[src/ste_pkg.sv]
// Shared types and constants for the space-run to tab encoder.
`timescale 1ns / 1ps
package ste_pkg;

    localparam int unsigned TAB_WIDTH_DEF = 8;
    localparam int unsigned TAB_WIDTH_MAX = 16;
    // Count field covers the largest pending run at any legal tab width.
    localparam int unsigned CNT_W = $clog2(TAB_WIDTH_MAX);
    localparam int unsigned QDEPTH = 2;

    localparam logic [7:0] CH_TAB = 8'h09;
    localparam logic [7:0] CH_NL  = 8'h0A;
    localparam logic [7:0] CH_SP  = 8'h20;

    // One command from front to back: emit cnt spaces, then chr marked last.
    typedef struct packed {
        logic [CNT_W-1:0] cnt;
        logic [7:0]       chr;
    } t_cmd;

endpackage

[src/space_run_to_tab_encoder_unit.sv]
// Top level of the space-run to tab encoder.
`timescale 1ns / 1ps
// Entab encoder: one text byte per input word; runs of spaces are replaced by
// the fewest tabs and spaces reaching the same column, stops every TAB_WIDTH
// columns. The front end takes one byte per cycle while the queue has room and
// turns it into a command (pending-space count plus closing byte) held in a
// two-entry queue; a space that does not reach a stop produces no command. The
// back end delivers one result word per cycle while the reader keeps popping,
// so a command with k held-back spaces expands to k + 1 words; that expansion
// sets the sustained rate. o_last marks the final word caused by an input byte.
// Spaces still pending at the end of the stream are never output.
module space_run_to_tab_encoder_unit #(
    parameter int unsigned TAB_WIDTH = ste_pkg::TAB_WIDTH_DEF
) (
    input  logic       i_clk,
    input  logic       i_rst_n,
    input  logic       i_push,
    output logic       o_full,
    input  logic [7:0] i_in_char,
    output logic       o_empty,
    input  logic       i_pop,
    output logic [7:0] o_out_char,
    output logic       o_last
);
    import ste_pkg::*;

    logic q_push, q_full, q_pop, q_valid;
    t_cmd q_wcmd, q_rcmd;

    assign o_full = q_full;

    ste_front #(.TAB_WIDTH(TAB_WIDTH)) u_front (
        .i_clk     (i_clk),
        .i_rst_n   (i_rst_n),
        .i_push    (i_push),
        .i_in_char (i_in_char),
        .i_q_full  (q_full),
        .o_q_push  (q_push),
        .o_q_cmd   (q_wcmd)
    );

    ste_cmd_fifo u_fifo (
        .i_clk   (i_clk),
        .i_rst_n (i_rst_n),
        .i_push  (q_push),
        .i_cmd   (q_wcmd),
        .o_full  (q_full),
        .i_pop   (q_pop),
        .o_valid (q_valid),
        .o_cmd   (q_rcmd)
    );

    ste_back u_back (
        .i_clk      (i_clk),
        .i_rst_n    (i_rst_n),
        .i_q_valid  (q_valid),
        .i_q_cmd    (q_rcmd),
        .o_q_pop    (q_pop),
        .o_empty    (o_empty),
        .i_pop      (i_pop),
        .o_out_char (o_out_char),
        .o_last     (o_last)
    );

endmodule

[src/ste_front.sv]
// Front end: tracks column and pending spaces, turns bytes into emit commands.
`timescale 1ns / 1ps
module ste_front #(
    parameter int unsigned TAB_WIDTH = ste_pkg::TAB_WIDTH_DEF
) (
    input  logic          i_clk,
    input  logic          i_rst_n,
    input  logic          i_push,
    input  logic [7:0]    i_in_char,
    input  logic          i_q_full,
    output logic          o_q_push,
    output ste_pkg::t_cmd o_q_cmd
);
    import ste_pkg::*;

    localparam int unsigned PW = (TAB_WIDTH > 1) ? $clog2(TAB_WIDTH) : 1;

    logic [PW-1:0] r_phase, n_phase;
    logic [PW-1:0] r_pend, n_pend;
    logic          accept;
    logic          at_stop;

    assign accept  = i_push && !i_q_full;
    assign at_stop = (r_phase == PW'(TAB_WIDTH - 1));

    always_comb begin
        n_phase       = r_phase;
        n_pend        = r_pend;
        o_q_push      = 1'b0;
        o_q_cmd.cnt   = '0;
        o_q_cmd.chr   = i_in_char;
        if (accept) begin
            if (i_in_char == CH_SP) begin
                if (at_stop) begin
                    // run reaches a stop: a lone space stays a space
                    o_q_push    = 1'b1;
                    o_q_cmd.chr = (r_pend != '0) ? CH_TAB : CH_SP;
                    n_phase     = '0;
                    n_pend      = '0;
                end else begin
                    n_phase = r_phase + 1'b1;
                    n_pend  = r_pend + 1'b1;
                end
            end else begin
                o_q_push    = 1'b1;
                o_q_cmd.cnt = CNT_W'(r_pend);
                n_pend      = '0;
                if (i_in_char == CH_NL || i_in_char == CH_TAB || at_stop) begin
                    n_phase = '0;
                end else begin
                    n_phase = r_phase + 1'b1;
                end
            end
        end
    end

    always_ff @(posedge i_clk) begin
        if (!i_rst_n) begin
            r_phase <= '0;
            r_pend  <= '0;
        end else begin
            r_phase <= n_phase;
            r_pend  <= n_pend;
        end
    end

`ifndef SYNTHESIS
    // spaces held back never exceed the column advance since the last stop
    a_pend_le_phase: assert property (@(posedge i_clk) disable iff (!i_rst_n)
        r_pend <= r_phase) else $error("pending spaces exceed column phase");
    a_phase_range: assert property (@(posedge i_clk) disable iff (!i_rst_n)
        32'(r_phase) < TAB_WIDTH) else $error("column phase out of range");
    a_push_only_on_accept: assert property (@(posedge i_clk) disable iff (!i_rst_n)
        o_q_push |-> accept) else $error("command pushed without accepted word");
    a_nonspace_pushes: assert property (@(posedge i_clk) disable iff (!i_rst_n)
        (accept && i_in_char != CH_SP) |-> o_q_push)
        else $error("non-space word produced no command");
`endif
endmodule

[src/ste_cmd_fifo.sv]
// Short command queue between the front and back ends.
`timescale 1ns / 1ps
module ste_cmd_fifo (
    input  logic          i_clk,
    input  logic          i_rst_n,
    input  logic          i_push,
    input  ste_pkg::t_cmd i_cmd,
    output logic          o_full,
    input  logic          i_pop,
    output logic          o_valid,
    output ste_pkg::t_cmd o_cmd
);
    import ste_pkg::*;

    localparam int unsigned AW = $clog2(QDEPTH);

    t_cmd          r_mem [QDEPTH];
    logic [AW-1:0] r_wp, r_rp;
    logic [AW:0]   r_cnt;
    logic          do_push, do_pop;

    assign o_full  = (r_cnt == (AW + 1)'(QDEPTH));
    assign o_valid = (r_cnt != '0);
    assign o_cmd   = r_mem[r_rp];
    assign do_push = i_push && !o_full;
    assign do_pop  = i_pop && o_valid;

    always_ff @(posedge i_clk) begin
        if (do_push) begin
            r_mem[r_wp] <= i_cmd;
        end
    end

    always_ff @(posedge i_clk) begin
        if (!i_rst_n) begin
            r_wp  <= '0;
            r_rp  <= '0;
            r_cnt <= '0;
        end else begin
            if (do_push) begin
                r_wp <= (r_wp == AW'(QDEPTH - 1)) ? '0 : r_wp + 1'b1;
            end
            if (do_pop) begin
                r_rp <= (r_rp == AW'(QDEPTH - 1)) ? '0 : r_rp + 1'b1;
            end
            r_cnt <= r_cnt + (AW + 1)'(do_push) - (AW + 1)'(do_pop);
        end
    end

`ifndef SYNTHESIS
    a_cnt_range: assert property (@(posedge i_clk) disable iff (!i_rst_n)
        32'(r_cnt) <= QDEPTH) else $error("queue count overflow");
    a_no_push_full: assert property (@(posedge i_clk) disable iff (!i_rst_n)
        o_full |-> !i_push) else $error("push into full command queue");
    a_no_pop_empty: assert property (@(posedge i_clk) disable iff (!i_rst_n)
        i_pop |-> o_valid) else $error("pop from empty command queue");
`endif
endmodule

[src/ste_back.sv]
// Back end: expands commands into space runs and the closing byte.
`timescale 1ns / 1ps
module ste_back (
    input  logic          i_clk,
    input  logic          i_rst_n,
    input  logic          i_q_valid,
    input  ste_pkg::t_cmd i_q_cmd,
    output logic          o_q_pop,
    output logic          o_empty,
    input  logic          i_pop,
    output logic [7:0]    o_out_char,
    output logic          o_last
);
    import ste_pkg::*;

    logic             r_act, n_act;
    logic [CNT_W-1:0] r_cnt, n_cnt;
    logic [7:0]       r_chr, n_chr;
    logic             r_ov, n_ov;
    logic [7:0]       r_od, n_od;
    logic             r_ol, n_ol;
    logic             advance, finish;

    // output register frees when empty or taken this cycle
    assign advance = r_act && (!r_ov || i_pop);
    assign finish  = advance && (r_cnt == '0);
    assign o_q_pop = i_q_valid && (!r_act || finish);

    always_comb begin
        n_act = r_act;
        n_cnt = r_cnt;
        n_chr = r_chr;
        n_ov  = r_ov;
        n_od  = r_od;
        n_ol  = r_ol;
        if (advance) begin
            n_ov = 1'b1;
            if (r_cnt != '0) begin
                n_od  = CH_SP;
                n_ol  = 1'b0;
                n_cnt = r_cnt - 1'b1;
            end else begin
                n_od  = r_chr;
                n_ol  = 1'b1;
                n_act = 1'b0;
            end
        end else if (r_ov && i_pop) begin
            n_ov = 1'b0;
        end
        if (o_q_pop) begin
            n_act = 1'b1;
            n_cnt = i_q_cmd.cnt;
            n_chr = i_q_cmd.chr;
        end
    end

    always_ff @(posedge i_clk) begin
        r_cnt <= n_cnt;
        r_chr <= n_chr;
        r_od  <= n_od;
        r_ol  <= n_ol;
    end

    always_ff @(posedge i_clk) begin
        if (!i_rst_n) begin
            r_act <= 1'b0;
            r_ov  <= 1'b0;
        end else begin
            r_act <= n_act;
            r_ov  <= n_ov;
        end
    end

    assign o_empty    = !r_ov;
    assign o_out_char = r_od;
    assign o_last     = r_ol;

`ifndef SYNTHESIS
    a_run_counts_down: assert property (@(posedge i_clk) disable iff (!i_rst_n)
        (advance && r_cnt != '0) |=> (r_act && r_cnt == $past(r_cnt) - 1'b1))
        else $error("space run count did not step down");
    a_space_not_last: assert property (@(posedge i_clk) disable iff (!i_rst_n)
        (advance && r_cnt != '0) |=> (r_ov && !r_ol && r_od == CH_SP))
        else $error("flushed space marked last");
    a_finish_last: assert property (@(posedge i_clk) disable iff (!i_rst_n)
        finish |=> (r_ov && r_ol)) else $error("closing byte not marked last");
`endif
endmodule

[config.mk]
export PLATFORM = sky130hd
export DESIGN_NAME = space_run_to_tab_encoder_unit
export DESIGN_NICKNAME = d
export VERILOG_FILES = /design/src/ste_pkg.sv /design/src/space_run_to_tab_encoder_unit.sv /design/src/ste_front.sv /design/src/ste_cmd_fifo.sv /design/src/ste_back.sv
export SDC_FILE = /design/constraint.sdc
export NUM_CORES = 1
export LEC_CHECK = 0
export ABC_AREA = 1
export BUFFER_PORTS_ARGS = -buffer_cell sky130_fd_sc_hd__buf_4
export CORE_MARGIN = 2
export CORE_UTILIZATION = 60
export DETAILED_ROUTE_END_ITERATION = 8
export GPL_TIMING_DRIVEN = 0
export PLACE_DENSITY_LB_ADDON = 0.1
export SLEW_MARGIN = 10
export SYNTH_ARGS = -nofsm -noshare
export SYNTH_HDL_FRONTEND = slang
export SYNTH_SLANG_ARGS = --single-unit
[constraint.sdc]
create_clock -name i_clk -period 5.6 [get_ports i_clk]
set_clock_uncertainty 0.2 [all_clocks]
set_input_delay 0 -clock i_clk [delete_from_list [all_inputs] [get_ports i_clk]]
set_output_delay 0 -clock i_clk [all_outputs]
set_load 0.01 [all_outputs]
==> summary.txt, run 1 <==
Status
  – Status: complete, no violations

Final layout
  – Layout cell share with drive strength beyond 1: 16.7%
  – Nets@finish: 288
  – Commonest non-fill, non-tap cell in the layout: nand2_1
  – Ant diodes: 0
  – Area Growth Syn to Fin: 17.9%
  – Commonest cells after routing, fill and taps aside: nand2_1 (56), edfxtp_1 (43), inv_1 (35), nor2_1 (26), buf_4 (22)
  – Final core utilization: 75.4%
  – Filler Cell Count: 265

Placement
  – PortBufs: 22
  – Pre-CTS setup slack: 3180 ps
  – Placer Congestion: 0.763
  – Hpwl dp: 2650 um

Die
  – Die Ht: 67.2 um
  – Top Ports: 23
  – Initial core utilization: 64.0%
  – Die W: 67.2 um
  – Core Rows: 22
  – Die ar.: 4510 um2
  – Core Box Area: 3740 um2

Hold path
  – Worst hold start: u_front.r_pend[0]$_SDFFE_PN0N_
  – Hold Crit Endpoint: u_front.r_pend[0]$_SDFFE_PN0N_
  – Hold path cells: 2
  – Hold/Removal Path Class: reg -> reg

Clock network
  – Clock transition at path regs: 90 ps
  – Postcts setup bufs: 0
  – Htree depth: 2
  – Clock Sink Count: 56
  – CTS tree: yes
  – CTS max path bufs: 2
  – Clk root buf: clkbuf_8
  – Clock Latency Late Sink: 300 ps
  – CTS Buf Count: 5

Setup path
  – Element type at the critical path end: flip-flop
  – Crit path max-delay family: adder cells
  – Cell depth of the worst flop-to-flop path: 13
  – Worst Path Buf+Inv: 4
  – Worst Path Arrival: 2470 ps
  – CP Max Fanout: 10
  – Setup slack, reg-to-reg: 3160 ps
  – Crit Path Class: reg -> reg
  – Worst path cell trace: inv_1 -> ha_1 -> nand2_1 -> o21ai_2 -> nand2_1 -> buf_6 -> inv_2 -> ha_1 -> inv_1 -> ha_1 -> xnor2_1 -> o21ai_0 -> a21oi_1
  – Crit path launch type: flip-flop
  – R2r endpoint: u_fifo.r_cnt[1]$_SDFF_PN0_
  – Reg2reg start: u_back.r_cnt[0]$_DFFE_PP_
  – Slowest CP cell: edfxtp_1
  – CP max stage delay: 400 ps
  – Most numerous cell on the critical path: ha_1
  – Critical Path RT: 5640 ps

Synth
  – Syn_nets: 247
  – Number of synthesized flops with an enable pin: 43
  – Simple-gate area share of the yosys netlist: 16.7%
  – Post-synthesis xor/xnor area fraction: 1.46%
  – Synth unique cells: 26
  – Asr flop ratio synth: 0%
  – Mapped cell area: 2390 um2
  – Avg Cell Area, Syn: 10.5 um2
  – Warning count from the yosys run: 0
  – Post-synthesis mux area share: 1.25%
  – Largest family of logic cells by synthesized area: simple AND/OR/NAND/NOR gates
  – Adder-cell share of the synthesized area: 3.66%
  – Synthesized flop and latch total: 56
  – Sequential area share after synthesis: 64.8%
  – Ys flop type: edfxtp_1
  – Post-synthesis instance total: 228
  – Compound-Gate Fraction of Synth Area: 4.44%

Timing
  – Final setup violation count: 0
  – Hold WS: 287 ps
  – Min Tclk post-route: 2440 ps
  – Setup ws final: 3160 ps
  – Least-Margin Pin Slew: 962 ps
  – RSZ-0062 raised after global routing: false
  – Final Max Tran Viols: 0
  – Fin crit share: 43.5%
  – Final hold violation count: 0
  – Max_slew headroom: 35.6%
  – FMAX: 411 MHz
  – Final setup TNS: 0 ps

Route
  – Post-route ant nets: 0
  – DRT iter0 DRCs: 124
  – Detailed Route WL: 3860 um
  – Via count: 1532
  – Drt via density: 4.82
  – DRC viols: 0
  – Average wire per standard cell: 12.1 um
  – Drt first pass iters: 4

Global routing
  – Largest net degree at the start of global routing: 17
  – First-pass GRT wire length: 6780 um
  – Total gr overflow: 0
  – Initial antenna violation count: 0
  – GRT Resource Usage Total: 20.6%
  – Vias in the first global route: 1545

Pwr
  – Power per standard cell area: 445 nW/um2
  – Peak supply drop: 323 uV
  – Pleak: 0.00126 uW

Flow run
  – Max Cap Viol: 0
==> layout make-up <==
cell class              instances  area (um2)  share of cell area (%)
plain buffers                   8        40.0                    1.42
clock buffers                   5        68.8                    2.44
clock inverters                 3        13.8                   0.488
inverters                      38         145                    5.14
multi-input cells             126         658                    23.3
flip-flops and latches         56        1550                    55.0
well taps                      48        60.1                    2.13
repair buffers                 34         285                    10.1
==> registers in the layout, summed over array words and instances, names as in the netlist, 2 cells and up, named ones only <==
name               count
u_back.r_cnt           4
u_fifo.r_mem          22
u_back.o_out_char      8
u_front.r_phase        3
u_fifo.r_cnt           2
u_front.r_pend         3
u_back.r_chr           8
==> synthesized netlist by cell type (3+ instances only) <==
cell / instances / share of area, %
nand3_1: 4 / 0.84
ha_1: 7 / 3.7
mux2i_1: 3 / 1.3
dfxtp_1: 13 / 11
edfxtp_1: 43 / 54
nor3_1: 4 / 0.84
o21ai_0: 4 / 0.84
nor2_1: 26 / 4.1
clkbuf_1: 5 / 0.78
inv_1: 35 / 5.5
nand2_1: 56 / 8.8
o21ai_2: 4 / 1.5
a21oi_1: 7 / 1.5
==> metal layers <==
metal / share of wire [%] / GRT usage [%] / vias to the layer above
met5: 0 / 0 / -
met4: 0.86 / 4.59 / 0
met3: 4.0 / 5.00 / 4
met2: 52 / 37.6 / 30
met1: 44 / 24.7 / 695
li1: - / - / 803
==> power by group <==
group | switching [uW] | internal [uW]
combinational | 249 | 154
clock | 122 | 85.2
sequential | 44.2 | 601
total | 415 | 841
==> through the flow <==
stage / std cells / total power, uW / area (um2)
after floorplan: 228 / 936 / 2390
after global placement: 298 / 1030 / 2620
after detailed placement: 298 / 1050 / 2620
after CTS: 318 / 1260 / 2820
after global routing: 318 / 1350 / 2820
final: 318 / 1260 / 2820
==> logic make-up (layout without fill, tap and decap cells) <==
family          Yosys count  after routing
buf+inv                  46             88
xor+xnor                  4              4
compound gates           16             16
flops                    56             56
simple gates             96             96
mux                       3              3
fa+ha+maj                 7              7
==> worst min-delay path, cell delays in order (launching register included) <==
cell and delay [ps]:
dfxtp_1 330, nand2_1 60, a21oi_1 50
==> worst max path at each step <==
stage / startpoint / end / cells past startpoint
floorplan: u_back.r_cnt[0]$_DFFE_PP_ / u_fifo.r_cnt[1]$_SDFF_PN0_ / 13
global placement: u_back.r_cnt[0]$_DFFE_PP_ / u_fifo.r_cnt[1]$_SDFF_PN0_ / 13
detailed placement: u_back.r_cnt[0]$_DFFE_PP_ / u_fifo.r_cnt[1]$_SDFF_PN0_ / 13
CTS: u_back.r_cnt[0]$_DFFE_PP_ / u_fifo.r_cnt[1]$_SDFF_PN0_ / 13
global route: u_back.r_cnt[0]$_DFFE_PP_ / u_fifo.r_cnt[1]$_SDFF_PN0_ / 13
finish: u_back.r_cnt[0]$_DFFE_PP_ / u_fifo.r_cnt[1]$_SDFF_PN0_ / 13
==> what timing repair did <==
action,CTS,global route
endpoints found under the hold margin,35,0
resized for setup,0,0
hold buffers,12,0
Note: power is estimated with default switching activity, not from simulation.
==> run 2, diff against run 1 <==
Settings changed: ABC_AREA 1 to 0, CORE_UTILIZATION 60 to 52.
Clock period 5.6 ns to 2.2 ns, I/O delays scaled along.
==> run 2 against run 1 <==
  * The flow now finishes with violations (hold timing, setup timing)
  * Register-to-register slack worse by 3400 ps
  * Synthesized cell count fell by 26%
  * Sequential share of layout area fell by 2.7 points
  * Via count shrank 8.7%
  * Worst setup slack lost 3400 ps
  * Critical path type unchanged
  * Highest routed layer unchanged
  * Wire length shrank 6.0%
  * Clock power grew to 4.3 times the previous value
  * Global-route usage down 4.9 points
  * Hold slack worse by 330 ps
==> summary.txt, run 2 <==
Status
  – Status: finished, violations left
  – Failing checks: hold timing, setup timing

Global routing
  – First-pass GRT wire length: 6010 um (-11%)
  – Initial antenna violation count: 0 (unchanged)
  – Total gr overflow: 0 (unchanged)
  – Largest net degree at the start of global routing: 18 (+1)
  – GRT Resource Usage Total: 15.7% (-4.9 points)
  – Vias in the first global route: 1342 (-13%)

Die
  – Core Rows: 24 (+9.1%)
  – Die W: 71.1 um (+5.8%)
  – Top Ports: 23 (unchanged)
  – Die ar.: 5050 um2 (+12%)
  – Core Box Area: 4350 um2 (+16%)
  – Initial core utilization: 53.8% (-10 points)
  – Die Ht: 71.1 um (+5.8%)

Timing
  – Final Max Tran Viols: 0 (unchanged)
  – FMAX: 408 MHz (-0.64%)
  – RSZ-0062 raised after global routing: true
  – Final hold violation count: 1 (+1)
  – Min Tclk post-route: 2450 ps (+15.7 ps)
  – Max_slew headroom: 39.7% (+4.1 points)
  – Final setup violation count: 16 (+16)
  – Least-Margin Pin Slew: 900 ps (-62.6 ps)
  – Fin crit share: 111% (+68 points)
  – Hold WS: -44.0 ps (-332 ps)
  – Setup ws final: -251 ps (-3420 ps)

Setup path
  – Crit Path Class: reg -> reg
  – Worst Path Arrival: 2450 ps (-20 ps)
  – Reg2reg start: u_back.r_cnt[0]$_DFFE_PP_
  – Setup slack, reg-to-reg: -250 ps (-3420 ps)
  – Crit path launch type: flip-flop
  – Critical Path RT: 2200 ps (-3440 ps)
  – Element type at the critical path end: flip-flop
  – R2r endpoint: u_fifo.r_cnt[1]$_SDFF_PN0_
  – CP Max Fanout: 2 (-8)
  – Cell depth of the worst flop-to-flop path: 11 (-2)

Synth
  – Avg Cell Area, Syn: 13.9 um2 (+32%)
  – Sequential area share after synthesis: 66.3% (+1.5 points)
  – Synthesized flop and latch total: 56 (unchanged)
  – Area leader, netlist: edfxtp_1
  – Most common cell in the netlist: edfxtp_1
  – Top-area cell type share of the netlist area: 55.2% (+1.2 points)
  – Number of synthesized flops with an enable pin: 43 (unchanged)
  – Synth top area cells: edfxtp_1 (55%), dfxtp_1 (11%), mux2_2 (3.8%)
  – Ys flop type: edfxtp_1
  – Syn_nets: 188 (-24%)
  – Synth unique cells: 35 (+35%)
  – Asr flop ratio synth: 0% (unchanged)
  – Warning count from the yosys run: 0 (unchanged)
  – Post-synthesis instance total: 169 (-26%)
  – Top post-synthesis cells by count: edfxtp_1 (43), dfxtp_1 (13), inv_1 (11), and2_1 (10)
  – Mapped cell area: 2340 um2 (-2.2%)

Route
  – Drt via density: 5.20 (+7.9%)
  – Average wire per standard cell: 13.5 um (+11%)
  – Detailed Route WL: 3620 um (-6.0%)
  – DRC viols: 0 (unchanged)
  – DRT iter0 DRCs: 77 (-38%)
  – Post-route ant nets: 0 (unchanged)
  – Via count: 1398 (-8.7%)
  – Drt first pass iters: 4 (unchanged)

Final layout
  – Max reg flops: 22 (unchanged)
  – Ant diodes: 0 (unchanged)
  – Design area: 2970 um2 (+5.1%)
  – Layout Cells excl Fill: 269 (-15%)
  – Commonest cells after routing, fill and taps aside: edfxtp_1 (43), buf_4 (30), dfxtp_1 (13), inv_1 (10), dlygate4sd3_1 (10)
  – Area Growth Syn to Fin: 26.8%
  – Most flops, register: u_fifo.r_mem
  – Layout cell share with drive strength beyond 1: 29.0% (+12 points)
  – Nets@finish: 235 (-18%)
  – Final core utilization: 68.2% (-7.2 points)
  – Commonest non-fill, non-tap cell in the layout: edfxtp_1

Clock network
  – Clk root buf: clkbuf_8
  – Htree depth: 2 (unchanged)
  – Clock transition at path regs: 90 ps (about the same)
  – CTS tree: yes
  – Clock Latency Late Sink: 310 ps (about the same)
  – Hold_buf cts: 9 (-3)
  – CTS Buf Count: 5 (unchanged)
  – Clock Sink Count: 56 (unchanged)
  – CTS max path bufs: 2 (unchanged)

Pwr
  – Overall power: 3570 uW (+180%)
  – Peak supply drop: 569 uV (+76%)
  – Power per standard cell area: 1200 nW/um2 (+170%)
  – Pleak: 0.00113 uW (-11%)

Placement
  – Placer Congestion: 0.768 (+0.71%)
  – Hpwl dp: 2520 um (-5.1%)
  – Placed Area: 2610 um2 (-0.53%)
  – Placed insts: 242 (-19%)
  – PortBufs: 21 (-4.5%)

Hold path
  – Hold path cells: 5 (+3)
  – Hold/Removal Path Class: in -> reg
  – Hold Crit Endpoint: u_front.r_pend[1]$_SDFFE_PN0N_
  – Worst hold start: i_in_char[2]

Flow run
  – Max Cap Viol: 0 (unchanged)
==> run 2: changes by cell type after synthesis, sizes merged, moves of 4 or more <==
cell	previous run	this run
mux2i	3	8
nand2	57	5
and2	0	10
inv	38	11
nor2	28	6
a21oi	7	3
mux2	0	8
==> run 2: worst max-delay path by stage <==
stage | startpoint | to | slack (ps) | depth (start not counted)
floorplan | u_back.r_cnt[0]$_DFFE_PP_ | u_fifo.r_cnt[1]$_SDFF_PN0_ | -250 | 12
global placement | u_front.r_phase[0]$_SDFFE_PN0N_ | u_fifo.r_mem[0][7]$_DFFE_PP_ | -400 | 4
detailed placement | u_back.r_cnt[0]$_DFFE_PP_ | u_fifo.r_cnt[1]$_SDFF_PN0_ | -470 | 12
CTS | u_back.r_cnt[0]$_DFFE_PP_ | u_fifo.r_cnt[1]$_SDFF_PN0_ | -290 | 12
global route | u_back.r_cnt[0]$_DFFE_PP_ | u_fifo.r_cnt[1]$_SDFF_PN0_ | -330 | 11
finish | u_back.r_cnt[0]$_DFFE_PP_ | u_fifo.r_cnt[1]$_SDFF_PN0_ | -250 | 11
==> run 2: cell type report <==
cell class	count	area [um2]
Sequential cell	56	1550
Fill cell	302	1390
Multi-Input combinational cell	93	759
Timing Repair Buffer	41	355
Clock inverter	3	90.1
Clock buffer	5	68.8
Tap cell	52	65.1
Inverter	11	41.3
Buffer	8	36.3
==> run 2: per-stage QoR <==
stage               setup slack [ps]  setup TNS (ps)
floorplan                       -252            -744
global placement                -396           -5210
detailed placement              -471           -1260
CTS                             -294           -1560
global route                    -329           -4610
finish                          -251           -1300
==> run 2: cells by family (layout without fill, tap and decap cells) <==
family	count (synthesis)	after routing	synth area share [%]
fa+ha+maj	7	7	3.74
compound gates	15	15	3.85
buf+inv	20	68	3.63
simple gates	50	50	13.4
mux	16	16	7.27
xor+xnor	5	5	1.87
flops	56	56	66.3
==> run 2: critical path, cell delays in order, from the launching register on <==
cell and delay [ps]:
edfxtp_1 430, inv_1 90, ha_2 170, or3b_4 380, o21ai_2 140, o21a_1 210, ha_4 220, inv_2 50
ha_4 120, xor2_2 140, xnor2_1 140, nor2_1 50
==> run 2: metal layers <==
metal  vias up  share of wire [%]  global-route usage [%]
met3         8                3.0                    3.42
met5         -                  0                       0
li1        697                  -                       -
met1       668                 44                    18.8
met4         0                2.1                    8.18
met2        25                 51                    26.8
==> run 2: power breakdown <==
group,internal [uW],total [uW],switching (uW)
logic,594,1100,507
clock network,568,886,318
registers,1480,1590,101
total,2650,3570,926
==> run 2: repair_timing <==
action                                  4_1_cts  5_1_grt
gates resized for setup                       3        4
endpoints found under the hold margin        26        1
pin swaps                                     5        5
setup buffers                                 5        6
endpoints found under the setup margin       28       43
